### config.mk
export PLATFORM = sky130hd
export DESIGN_NAME = hdlc_stuff_nrzi_tone_encoder_top
export DESIGN_NICKNAME = d
export VERILOG_FILES = /design/src/sv/hsnte_pkg.sv /design/src/sv/hsnte_ctrl.sv /design/src/sv/hsnte_dpath.sv /design/src/sv/hdlc_stuff_nrzi_tone_encoder_top.sv
export SDC_FILE = /design/constraint.sdc
export NUM_CORES = 1
export LEC_CHECK = 0
export BUFFER_PORTS_ARGS = -buffer_cell sky130_fd_sc_hd__buf_2
export CAP_MARGIN = 20
export CORE_ASPECT_RATIO = 2
export CORE_MARGIN = 3
export CORE_UTILIZATION = 45
export DETAILED_ROUTE_END_ITERATION = 10
export GPL_TIMING_DRIVEN = 0
export PLACE_DENSITY = 0.77
export REMOVE_ABC_BUFFERS = 1
export SYNTH_ARGS = -nofsm -noshare
export SYNTH_HDL_FRONTEND = slang
export SYNTH_SLANG_ARGS = --single-unit
### constraint.sdc
create_clock -name i_clk -period 4.61 [get_ports i_clk]
set_input_delay 0.461 -clock i_clk [delete_from_list [all_inputs] [get_ports i_clk]]
set_output_delay 0.461 -clock i_clk [all_outputs]
set_load 0.005 [all_outputs]
### src/sv/hsnte_pkg.sv
// Shared types and constants for the HDLC bit stuffing and NRZI tone encoder.
package hsnte_pkg;

    localparam logic [7:0] FLAG_BYTE   = 8'h7E;
    localparam logic [2:0] RUN_STUFF   = 3'd5;   // ones already sent before a stuffed zero
    localparam logic [2:0] LAST_BIT    = 3'd7;

    typedef struct packed {
        logic [7:0] data_byte;
        logic       packet_end;
    } t_in_word;

    typedef struct packed {
        logic line_bit;
        logic tone_fast;
        logic stuffed;
        logic last;
    } t_out_word;

    typedef struct packed {
        logic load;   // capture the accepted word
        logic step;   // send one line bit into the output register
    } t_dp_cmd;

    typedef struct packed {
        logic out_free;    // output register can take a bit this cycle
        logic final_bit;   // the bit under work is the last one of the byte
    } t_dp_status;

endpackage

### src/sv/hsnte_ctrl.sv
// Controller: sequences one byte at a time through the bit datapath.
module hsnte_ctrl (
    input  logic                  i_clk,
    input  logic                  i_rst_n,
    input  logic                  i_valid,
    output logic                  o_ready,
    input  hsnte_pkg::t_dp_status i_status,
    output hsnte_pkg::t_dp_cmd    o_cmd
);

    typedef enum logic {
        S_IDLE,
        S_SEND
    } t_state;

    t_state r_state;
    t_state n_state;

    always_comb begin
        n_state    = r_state;
        o_cmd.load = 1'b0;
        o_cmd.step = 1'b0;
        case (r_state)
            S_IDLE: begin
                if (i_valid) begin
                    o_cmd.load = 1'b1;
                    n_state    = S_SEND;
                end
            end
            S_SEND: begin
                if (i_status.out_free) begin
                    o_cmd.step = 1'b1;
                    if (i_status.final_bit) begin
                        n_state = S_IDLE;
                    end
                end
            end
            default: begin
                n_state = S_IDLE;
            end
        endcase
    end

    assign o_ready = (r_state == S_IDLE);

    always_ff @(posedge i_clk) begin
        if (!i_rst_n) begin
            r_state <= S_IDLE;
        end else begin
            r_state <= n_state;
        end
    end

    a_final_to_idle: assert property (@(posedge i_clk) disable iff (!i_rst_n)
        (o_cmd.step && i_status.final_bit) |=> (r_state == S_IDLE))
        else $error("controller did not return to idle after the last bit");

    a_load_step_excl: assert property (@(posedge i_clk) disable iff (!i_rst_n)
        !(o_cmd.load && o_cmd.step))
        else $error("load and step issued together");

    a_step_needs_room: assert property (@(posedge i_clk) disable iff (!i_rst_n)
        o_cmd.step |-> i_status.out_free)
        else $error("step issued with output register full");

endmodule

### src/sv/hsnte_dpath.sv
// Datapath: byte register, run counter, tone level and output register.
module hsnte_dpath (
    input  logic                  i_clk,
    input  logic                  i_rst_n,
    input  hsnte_pkg::t_in_word   i_in_data,
    input  hsnte_pkg::t_dp_cmd    i_cmd,
    output hsnte_pkg::t_dp_status o_status,
    output logic                  o_valid,
    input  logic                  i_ready,
    output hsnte_pkg::t_out_word  o_out_data
);

    logic [7:0]           r_byte;
    logic                 r_flag;
    logic                 r_pkt_end;
    logic [2:0]           r_pos;
    logic [2:0]           r_ones_run;
    logic                 r_tone;
    logic                 r_out_valid;
    hsnte_pkg::t_out_word r_out;

    logic                 w_bit;
    logic                 w_run_full;
    logic                 w_stuff;
    logic                 w_flag_six;
    logic                 w_final;
    logic                 n_tone;
    logic [2:0]           n_ones_run;

    assign w_bit      = r_byte[r_pos];
    assign w_run_full = (r_ones_run >= hsnte_pkg::RUN_STUFF);
    assign w_stuff    = w_bit && w_run_full && !r_flag;
    assign w_flag_six = w_bit && w_run_full && r_flag;
    assign w_final    = (r_pos == hsnte_pkg::LAST_BIT) && !w_stuff;
    assign n_tone     = r_tone ^ (!w_bit || w_stuff);

    always_comb begin
        if (w_bit && !w_stuff && !w_flag_six) begin
            n_ones_run = r_ones_run + 3'd1;
        end else begin
            n_ones_run = '0;
        end
        // packet end restarts the run for the next packet
        if (w_final && r_pkt_end) begin
            n_ones_run = '0;
        end
    end

    assign o_status.out_free  = !r_out_valid || i_ready;
    assign o_status.final_bit = w_final;
    assign o_valid            = r_out_valid;
    assign o_out_data         = r_out;

    always_ff @(posedge i_clk) begin
        if (i_cmd.load) begin
            r_byte    <= i_in_data.data_byte;
            r_flag    <= (i_in_data.data_byte == hsnte_pkg::FLAG_BYTE);
            r_pkt_end <= i_in_data.packet_end;
        end
        if (i_cmd.step) begin
            r_out.line_bit  <= w_bit && !w_stuff;
            r_out.tone_fast <= n_tone;
            r_out.stuffed   <= w_stuff;
            r_out.last      <= w_final;
        end
    end

    always_ff @(posedge i_clk) begin
        if (!i_rst_n) begin
            r_pos       <= '0;
            r_ones_run  <= '0;
            r_tone      <= 1'b0;
            r_out_valid <= 1'b0;
        end else begin
            if (i_cmd.load) begin
                r_pos <= '0;
            end else if (i_cmd.step) begin
                // hold the position on a stuffed zero so the one follows it
                if (!w_stuff) begin
                    r_pos <= r_pos + 3'd1;
                end
                r_ones_run <= n_ones_run;
                r_tone     <= n_tone;
            end
            if (i_cmd.step) begin
                r_out_valid <= 1'b1;
            end else if (i_ready) begin
                r_out_valid <= 1'b0;
            end
        end
    end

    a_run_bound: assert property (@(posedge i_clk) disable iff (!i_rst_n)
        r_ones_run <= hsnte_pkg::RUN_STUFF)
        else $error("ones run exceeded five");

    a_stuff_shape: assert property (@(posedge i_clk) disable iff (!i_rst_n)
        (r_out_valid && r_out.stuffed) |-> (!r_out.line_bit && !r_out.last))
        else $error("stuffed bit not a plain zero");

    a_nrzi: assert property (@(posedge i_clk) disable iff (!i_rst_n)
        i_cmd.step |=> (r_out.tone_fast == ($past(r_tone) ^ !r_out.line_bit)))
        else $error("tone level does not follow NRZI rule");

endmodule

### src/sv/hdlc_stuff_nrzi_tone_encoder_top.sv
// Top level of the HDLC bit stuffing and NRZI tone encoder.
//
//  channel  | handshake          | payload
//  ---------+--------------------+-------------------------------
//  input    | i_valid / o_ready  | i_in_data  (data_byte, packet_end)
//  output   | o_valid / i_ready  | o_out_data (line_bit, tone_fast, stuffed, last)
//
// One line bit leaves per cycle while the output register is taken; a byte gives 8 to 10
// bits, and a byte is first captured, then sent bit by bit before the next is accepted.
// The byte register and the single output register set that pace.
// Reset clears the run count, the tone level (1200 Hz) and the output register's valid flag.
// A stalled output holds the bit sequencer until the register is taken.
module hdlc_stuff_nrzi_tone_encoder_top (
    input  logic                 i_clk,
    input  logic                 i_rst_n,
    input  logic                 i_valid,
    output logic                 o_ready,
    input  hsnte_pkg::t_in_word  i_in_data,
    output logic                 o_valid,
    input  logic                 i_ready,
    output hsnte_pkg::t_out_word o_out_data
);

    hsnte_pkg::t_dp_cmd    w_cmd;
    hsnte_pkg::t_dp_status w_status;

    hsnte_ctrl u_ctrl (
        .i_clk    (i_clk),
        .i_rst_n  (i_rst_n),
        .i_valid  (i_valid),
        .o_ready  (o_ready),
        .i_status (w_status),
        .o_cmd    (w_cmd)
    );

    hsnte_dpath u_dpath (
        .i_clk      (i_clk),
        .i_rst_n    (i_rst_n),
        .i_in_data  (i_in_data),
        .i_cmd      (w_cmd),
        .o_status   (w_status),
        .o_valid    (o_valid),
        .i_ready    (i_ready),
        .o_out_data (o_out_data)
    );

endmodule

==> results of run 1 <==
==> logic make-up (layout without fill, tap and decap cells) <==
kind of cell	Yosys count	after routing	share of synthesized area, %
adder cells (fa/ha/maj)	4	4	4.16
AND/OR/NAND/NOR	41	41	19.9
XOR/XNOR	1	1	0.729
multiplexers	4	4	4.16
flip-flops	23	23	49.9
AO/OA/AOI/OAI	24	24	18.3
buffers and inverters	7	29	2.81
==> worst paths after layout <==
kind | start | endpoint | slack [ns]
max | u_dpath.r_ones_run[0] | u_dpath.o_out_data[0] | 2.81
min | i_in_data[0] | u_dpath.r_pkt_end | 0.36
max reg2reg | u_dpath.r_ones_run[0] | u_dpath.o_out_data[0] | 2.81
min reg2reg | u_dpath.r_ones_run[2] | u_dpath.r_ones_run[2] | 0.48
==> state kept, by name, indices dropped and copies added, names as in the netlist <==
name,flops
u_dpath.o_valid,1
u_dpath.r_tone,1
u_dpath.r_pos,3
u_dpath.o_out_data,4
u_ctrl.r_state,1
u_dpath.r_ones_run,3
u_dpath.r_byte,8
u_dpath.r_pkt_end,1
u_dpath.r_flag,1
==> per-layer routing <==
layer	global-route usage [%]	wire [um]
met5	0	0
met4	10.6	89
met3	1.81	127
met2	30.0	1440
met1	15.9	830
==> through the flow <==
step	utilization [%]	worst slack, ns	std cells	total power [uW]	instance area [sq um]
2_1_floorplan	-	2.85	103	294	1190
3_3_place_gp	53.9	2.42	148	313	1320
3_5_place_dp	53.9	2.35	148	318	1320
4_1_cts	55.8	2.55	152	441	1360
5_1_grt	56.1	2.72	153	460	1370
6_report	56.1	2.81	153	438	1370
==> cells in the mapped netlist, types with 3 or more instances <==
library cell	instances
sky130_fd_sc_hd__nand2_1	9
sky130_fd_sc_hd__nor3b_1	3
sky130_fd_sc_hd__o21ai_0	3
sky130_fd_sc_hd__nor2_1	4
sky130_fd_sc_hd__ha_1	4
sky130_fd_sc_hd__edfxtp_1	14
sky130_fd_sc_hd__nand4_1	5
sky130_fd_sc_hd__nor2b_1	3
sky130_fd_sc_hd__dfxtp_1	9
sky130_fd_sc_hd__inv_1	5
sky130_fd_sc_hd__a21oi_1	4
sky130_fd_sc_hd__nor3_1	4
==> report_power, final <==
part	leakage, uW	switching [uW]	internal [uW]
combinational	0.000273	40.1	29.8
clock	0.0000255	64.0	60.3
sequential	0.000208	10.7	233
==> critical path, delay by kind of cell, from the launching register on <==
kind,cells,cell delay (ns)
flops,1,0.38
fa+ha+maj,1,0.15
compound gates,1,0.15
simple gates,3,0.88
==> final cells by class <==
| type | instances | area, sq um | area share [%] |
|---|---|---|---|
| clock buffers | 3 | 41.3 | 3.02 |
| inverters | 6 | 22.5 | 1.65 |
| well taps | 27 | 33.8 | 2.47 |
| flip-flops and latches | 23 | 601 | 43.9 |
| clock inverters | 1 | 5.00 | 0.366 |
| repair buffers | 19 | 97.6 | 7.13 |
| multi-input cells | 74 | 568 | 41.5 |
==> results.txt, run 1 <==
The relative slew slack is roughly 56%. In this run the worst hold path is classified as primary input to flip-flop. TritonCTS built the clock tree. Once detail routing completed, the nets flagged for antenna violations numbered 0. The number of max-cap violations came out at 0.

The highest cell delay on the worst timing path came out at approximately 0.52 ns. The synthesized design spends more area on one cell type than any other, namely sky130_fd_sc_hd__edfxtp_1. The category of the worst setup path launch point is a flip-flop.

The arrival time at the worst endpoint came out at 1.83 ns. The share of async-settable or async-resettable flops after synthesis is 0%. On the final layout, the worst clock skew is around 0.0048 ns. The number of cells on the worst reg-to-reg path is 5. Along the worst path, the maximum fanout reaches 7. The smallest clock period supported by the final layout is computed as around 1.8 ns. The core region area came out at ~2400 sq um. Leaving out fill and tap cells, the most frequent cell in the layout is sky130_fd_sc_hd__buf_2.

In this run the post-CTS setup repair buffer count came out at 0. The CTS sink count came out at 23. The number of DRC violations after detailed-routing iteration 0 is 55. The critical path data required time came out at between 4 and 5 ns. The worst ir drop on vdd is roughly 0.22 mV. The share of layout cells above drive strength 1 came out at between 20% and 30%. The root buffer cell chosen for the clock tree is sky130_fd_sc_hd__clkbuf_8. The total negative setup slack is 0 ns. Yosys attributes the largest share of cell area to sky130_fd_sc_hd__edfxtp_1 35%, sky130_fd_sc_hd__dfxtp_1 15%, sky130_fd_sc_hd__ha_1 4.2%.

The count of pins over their slew limit came to 0. Each instance of the synthesized netlist takes up on average ~12 sq um. The final count of negative-setup-slack endpoints is 0.

Setup repair after global routing left no endpoint under its margin. The number of storage elements in the synthesis netlist came out at 23. The clock insertion delay at the later pin of the skew report came out at about 0.26 ns. The height of the die is around 80 um.

The clock transition at the registers of the reported paths came out at 0.08 ns. The first-pass iteration count of the detailed router is 4. The run finished with clean final reports. The number of rows created at floorplan came out at 25.

The number of enable flip-flop cells after synthesis came out at 14. The areal power density over the cells is between 300 and 400 nW/um^2. The number of antenna diodes in the final layout is 0.

The library cells used most frequently in the layout, excluding fill and tap cells, are 18 x sky130_fd_sc_hd__buf_2, 14 x sky130_fd_sc_hd__edfxtp_1, 9 x sky130_fd_sc_hd__nand2_1, 9 x sky130_fd_sc_hd__dfxtp_1. The pin slew with the least headroom to its limit came out at between 0.6 and 0.7 ns. After detailed routing, the number of remaining DRC violations is 0. The number of antenna violations at the first check in global routing is 0. The number of buffers created by CTS came out at 3. The total routing usage reported by global routing is ~16%. The critical path is of the flip-flop to flip-flop type.

Static timing analysis puts the maximum clock frequency at roughly 550 MHz. From synthesis to final layout, the design area changed by 13.8%. The number of fill cells in the layout came out at ~220. The top cell type by area accounts for between 30% and 40% of the synthesized area. The number of resized instances in the post-cts repair step is 0. In this run the number of H-tree levels came out at 1.

The number of buffers inserted by port buffering is 18. The share of the Yosys chip area taken by registers is 49.9%. The final hold violation count was 0. For this design the top-level I/O count stands at 19. The synthesized instance count came out at 104. The worst setup path is captured at a flip-flop. The number of nets at the end of the flow is between 100 and 150. The cell with the largest stage delay on the worst path is sky130_fd_sc_hd__nor2_1.

Of the available clock period, the critical path in the final layout requires around 39%. The overflow left after global routing is 0. The via count of the first global-routing pass was about 930. The number of buffers inserted for hold repair after clock tree synthesis came out at 0. The initial utilization of the core area, before any placement, comes to around 49%. The half-perimeter wire length after placement is around 1900 um.

The signal on the critical path passes through ha_1 > o21ai_0 > nor2_1 > nand3_2 > and2_1. The depth of the worst hold-timing path is 1. The maximum clock path buffer count came out at 2.

Wires add up to 2480 um. The floorplan die width is between 40 and 50 um. The placer congestion estimate is approximately 0.76. In the final routed layout, each cell accounts on average for 16.2 um.

For this run, the leading register cell type out of synthesis is sky130_fd_sc_hd__edfxtp_1. The cell leakage power came out at between 0.0005 and 0.0006 uW. The post-synth design cell area is about 1200 sq um. The post-detailed-route via-to-cell ratio is between 6 and 7.

Across all layers, the routed design uses around 950 vias. The total of warnings raised by yosys came out at 0. The area enclosed by the die boundary came out at 3370 sq um. The first-pass GRT wire length came out at 4130 um. The final-layout worst hold slack came out at ~0.36 ns. The count of different cell masters after synthesis is 42. The maximum number of pins on one net before global-route repair came out at 16.
Note: power is estimated with default switching activity, not from simulation.
==> inputs of run 2 (changes only) <==
Clock period 4.61 ns to 1.75 ns, I/O delays scaled along.
==> run 2 against run 1 <==
Die area is the same. Final cell count shrank 0.65%. Register-to-register slack lost 2.7 ns. Worst setup slack lost 2.7 ns. Non-clock buffer count shrank 1. Combinational power grew to 2.6 times the previous value. Clock skew grew 0.0023 ns. Critical path depth shrank 1. Worst hold slack lost 0.29 ns. First-iteration DRC count shrank 18%. Flip-flop and latch count is the same. Highest routed layer unchanged.
==> results.txt, run 2 (synthesized netlist as in run 1, its figures left out) <==
Outcome: finished, final reports clean (unchanged). RSZ-0062 raised after global routing: no (unchanged). The detailed-route wire length per cell is 16.2 um (about the same). The path category of the worst min-delay check was primary input to flip-flop (unchanged).

The worst ir drop on vdd is 0.582 mV (was 0.220 mV). The number of rows created at floorplan is 25 (unchanged). The maximum number of pins on one net before global-route repair is 16 (unchanged). The number of top-level pins came out at 19 (unchanged).

The largest fanout on the critical path came out at 8 (was 7). The sequential standard cell area came out at 601 sq um (unchanged). The element type at the critical path end is a flip-flop (unchanged). The share of layout cells above drive strength 1 is 29.6% (was 28.6%).

The end point of the most critical hold path is u_dpath.r_pkt_end (unchanged). The maximum clock path buffer count came out at 2 (unchanged). The final critical-path share of the clock period came out at 93.6% (was 39.1%).

The number of flip-flops under the largest register name came out at 8 (unchanged). The DRC violation count after routing came out at 0 (unchanged). The post-detailed-route via-to-cell ratio came out at 6.23 (about the same). The number of fill cells in the layout is 220 (was 216).

The final hold violation count came out at 0 (unchanged). The pin slew with the least headroom to its limit is 0.411 ns (was 0.658 ns). The number of buffers inserted for hold repair after clock tree synthesis is 0 (unchanged).

The register name with the most flops was u_dpath.r_byte (unchanged). The first-pass iteration count of the detailed router came out at 4 (unchanged). The final count of negative-setup-slack endpoints came out at 0 (unchanged). The areal power density over the cells came out at 845 nW/um^2 (was 320 nW/um^2). Top library cells by usage in the layout, fill and taps aside: 18 x sky130_fd_sc_hd__buf_2, 14 x sky130_fd_sc_hd__edfxtp_1, 9 x sky130_fd_sc_hd__nand2_1, 9 x sky130_fd_sc_hd__dfxtp_1 (unchanged). The uppermost layer routed was met4 (unchanged). The capture instance of the worst register-to-register path was u_dpath.o_out_data[0] (unchanged). The via count of the first global-routing pass is 933 (unchanged). The multi-input gate area in the final layout came out at 578 sq um (was 568 sq um).

The clock transition at the registers of the reported paths is 0.08 ns (about the same). The count of buffers added by post-CTS timing repair for setup is 0 (unchanged). The number of max-cap violations came out at 0 (unchanged). The critical path data required time is 1.78 ns (was 4.63 ns). The starting utilization of the core area came out at 49.3% (unchanged). The most common cell after layout, fill and taps aside is sky130_fd_sc_hd__buf_2 (unchanged). The number of DRC violations after detailed-routing iteration 0 is 45 (was 55). The count of pins over their slew limit came out at 0 (unchanged). The total routing usage reported by global routing came out at 16.1% (unchanged). The number of nets with antenna violations after detailed routing is 0 (unchanged).

The detailed route wirelength on metal3 came out at 93 um (was 127 um). The cell leakage power was 0.000506 uW (about the same). The cell area reported after detailed placement is 1320 sq um (unchanged). The overflow left after global routing came out at 0 (unchanged). The category of the worst setup path launch point is a flip-flop (unchanged). The clock tree from TritonCTS was built (unchanged). The area of all placed cells without fillers is 1370 sq um (about the same).

The number of buffers inserted by port buffering is 18 (unchanged). The cell chosen for the clock root is sky130_fd_sc_hd__clkbuf_8 (unchanged). The final clock skew is 0.00708 ns (was 0.00479 ns). The startpoint of the worst-slack reg-to-reg timing path is u_dpath.r_pos[0] (was u_dpath.r_ones_run[0]). The critical path startpoint is u_dpath.r_pos[0] (was u_dpath.r_ones_run[0]). The number of cells on the worst reg-to-reg path is 4 (was 5). The growth of design area from synthesis to finish came out at 14.0% (was 13.8%). The total met2 wirelength after detailed routing came out at 1440 um (about the same). The number of antenna violations at the first check in global routing is 0 (unchanged).

The core region area was 2440 sq um (unchanged). The relative slew slack is 72.3% (was 56.0%). The height of the die came to 79.1 um (unchanged). The floorplan die width is 42.6 um (unchanged). The minimum clock period is 1.64 ns (was 1.80 ns). The number of antenna cells inserted is 0 (unchanged). The total negative setup slack came out at 0 ns (unchanged). The maximum clock frequency was 611 MHz (was 555 MHz). The total via count after detailed routing is 947 (was 953).

The critical path class is flip-flop to flip-flop (unchanged). The internal reg-to-reg setup slack is 0.11 ns (was 2.81 ns). The first-pass GRT wire length came out at 4130 um (unchanged). The H-tree depth came to 1 (unchanged). The depth of the worst hold-timing path came out at 1 (unchanged). The number of buffers created by CTS came to 3 (unchanged). The half-perimeter wire length after placement came to 1940 um (unchanged). The number of nets at the end of the flow is 143 (was 144). The detailed-route wire length on metal 1 is 850 um (was 830 um). The clock insertion delay at the later pin of the skew report came out at 0.27 ns (was 0.26 ns).

The area enclosed by the die boundary came out at 3370 sq um (unchanged). The start point of the worst min-delay path is i_in_data[0] (unchanged). The arrival time at the worst endpoint came out at 1.66 ns (was 1.83 ns). The CTS sink count came out at 23 (unchanged). The total wire length is 2470 um (was 2480 um). The placer congestion estimate is 0.759 (unchanged).
[run 2: changes by cell type in the layout (fill, tap and decap cells not counted)]
| cell | delta |
|---|---|
| sky130_fd_sc_hd__o21ai_0 | -1 |
| sky130_fd_sc_hd__buf_4 | -1 |
| sky130_fd_sc_hd__nor2b_4 | +1 |
| sky130_fd_sc_hd__nor2_2 | +1 |
| sky130_fd_sc_hd__nor2_1 | -1 |
| sky130_fd_sc_hd__o21ai_1 | +1 |
| sky130_fd_sc_hd__nor2b_1 | -1 |
[run 2: repair_timing]
item                                    in CTS  in global routing
resized for setup                            2                  2
endpoints found under the setup margin       5                  3
hold endpoints to repair                     0                  0
pin swaps                                    0                  0
[run 2: worst max path at each step]
stage / endpoint / slack [ns] / depth (start not counted)
CTS: u_dpath.o_out_data[0] / 0.06 / 5
finish: u_dpath.o_out_data[0] / 0.11 / 4
global placement: u_dpath.r_pos[2] / -0.22 / 4
global route: u_dpath.o_out_data[0] / 0.001 / 4
detailed placement: u_dpath.r_pos[2] / -0.28 / 4
floorplan: u_dpath.r_pos[1] / 0.13 / 4
[run 2: report_power, final]
| group | internal (uW) | switching (uW) | total (uW) | leakage, uW |
|---|---|---|---|---|
| registers | 615 | 29.1 | 644 | 0.000208 |
| clock network | 159 | 172 | 331 | 0.0000255 |
| logic | 78.3 | 105 | 183 | 0.000273 |
[run 2: layer usage]
layer  vias up  track usage, %
li1        448               -
met1       456            15.9
met2        36            30.0
met3         7            1.81
met4         0            10.6
met5         -               0
[run 2: final cells by class]
class	instances	share of cell area (%)
Tap cell	27	2.46
Inverter	6	1.64
Sequential cell	23	43.8
Clock buffer	3	3.01
Clock inverter	1	0.365
Timing Repair Buffer	18	6.57
Multi-Input combinational cell	74	42.2
[run 2: worst max-delay path, stage by stage, from the launching register on]
cell	delay, ns
sky130_fd_sc_hd__dfxtp_1	0.54
sky130_fd_sc_hd__mux2i_1	0.20
sky130_fd_sc_hd__a22oi_4	0.34
sky130_fd_sc_hd__nand3_2	0.13
sky130_fd_sc_hd__and2_1	0.18
[run 2: per-stage QoR]
stage | setup slack [ns] | cells | power (uW) | hold slack (ns) | utilization [%]
global route | 0.00114 | 152 | 1210 | 0.0673 | 56.2
detailed placement | -0.283 | 148 | 837 | 0.354 | 53.9
global placement | -0.223 | 148 | 825 | 0.353 | 53.9
floorplan | 0.130 | 103 | 774 | 0.274 | -
finish | 0.112 | 152 | 1160 | 0.0745 | 56.2
CTS | 0.0556 | 152 | 1160 | 0.0731 | 55.9
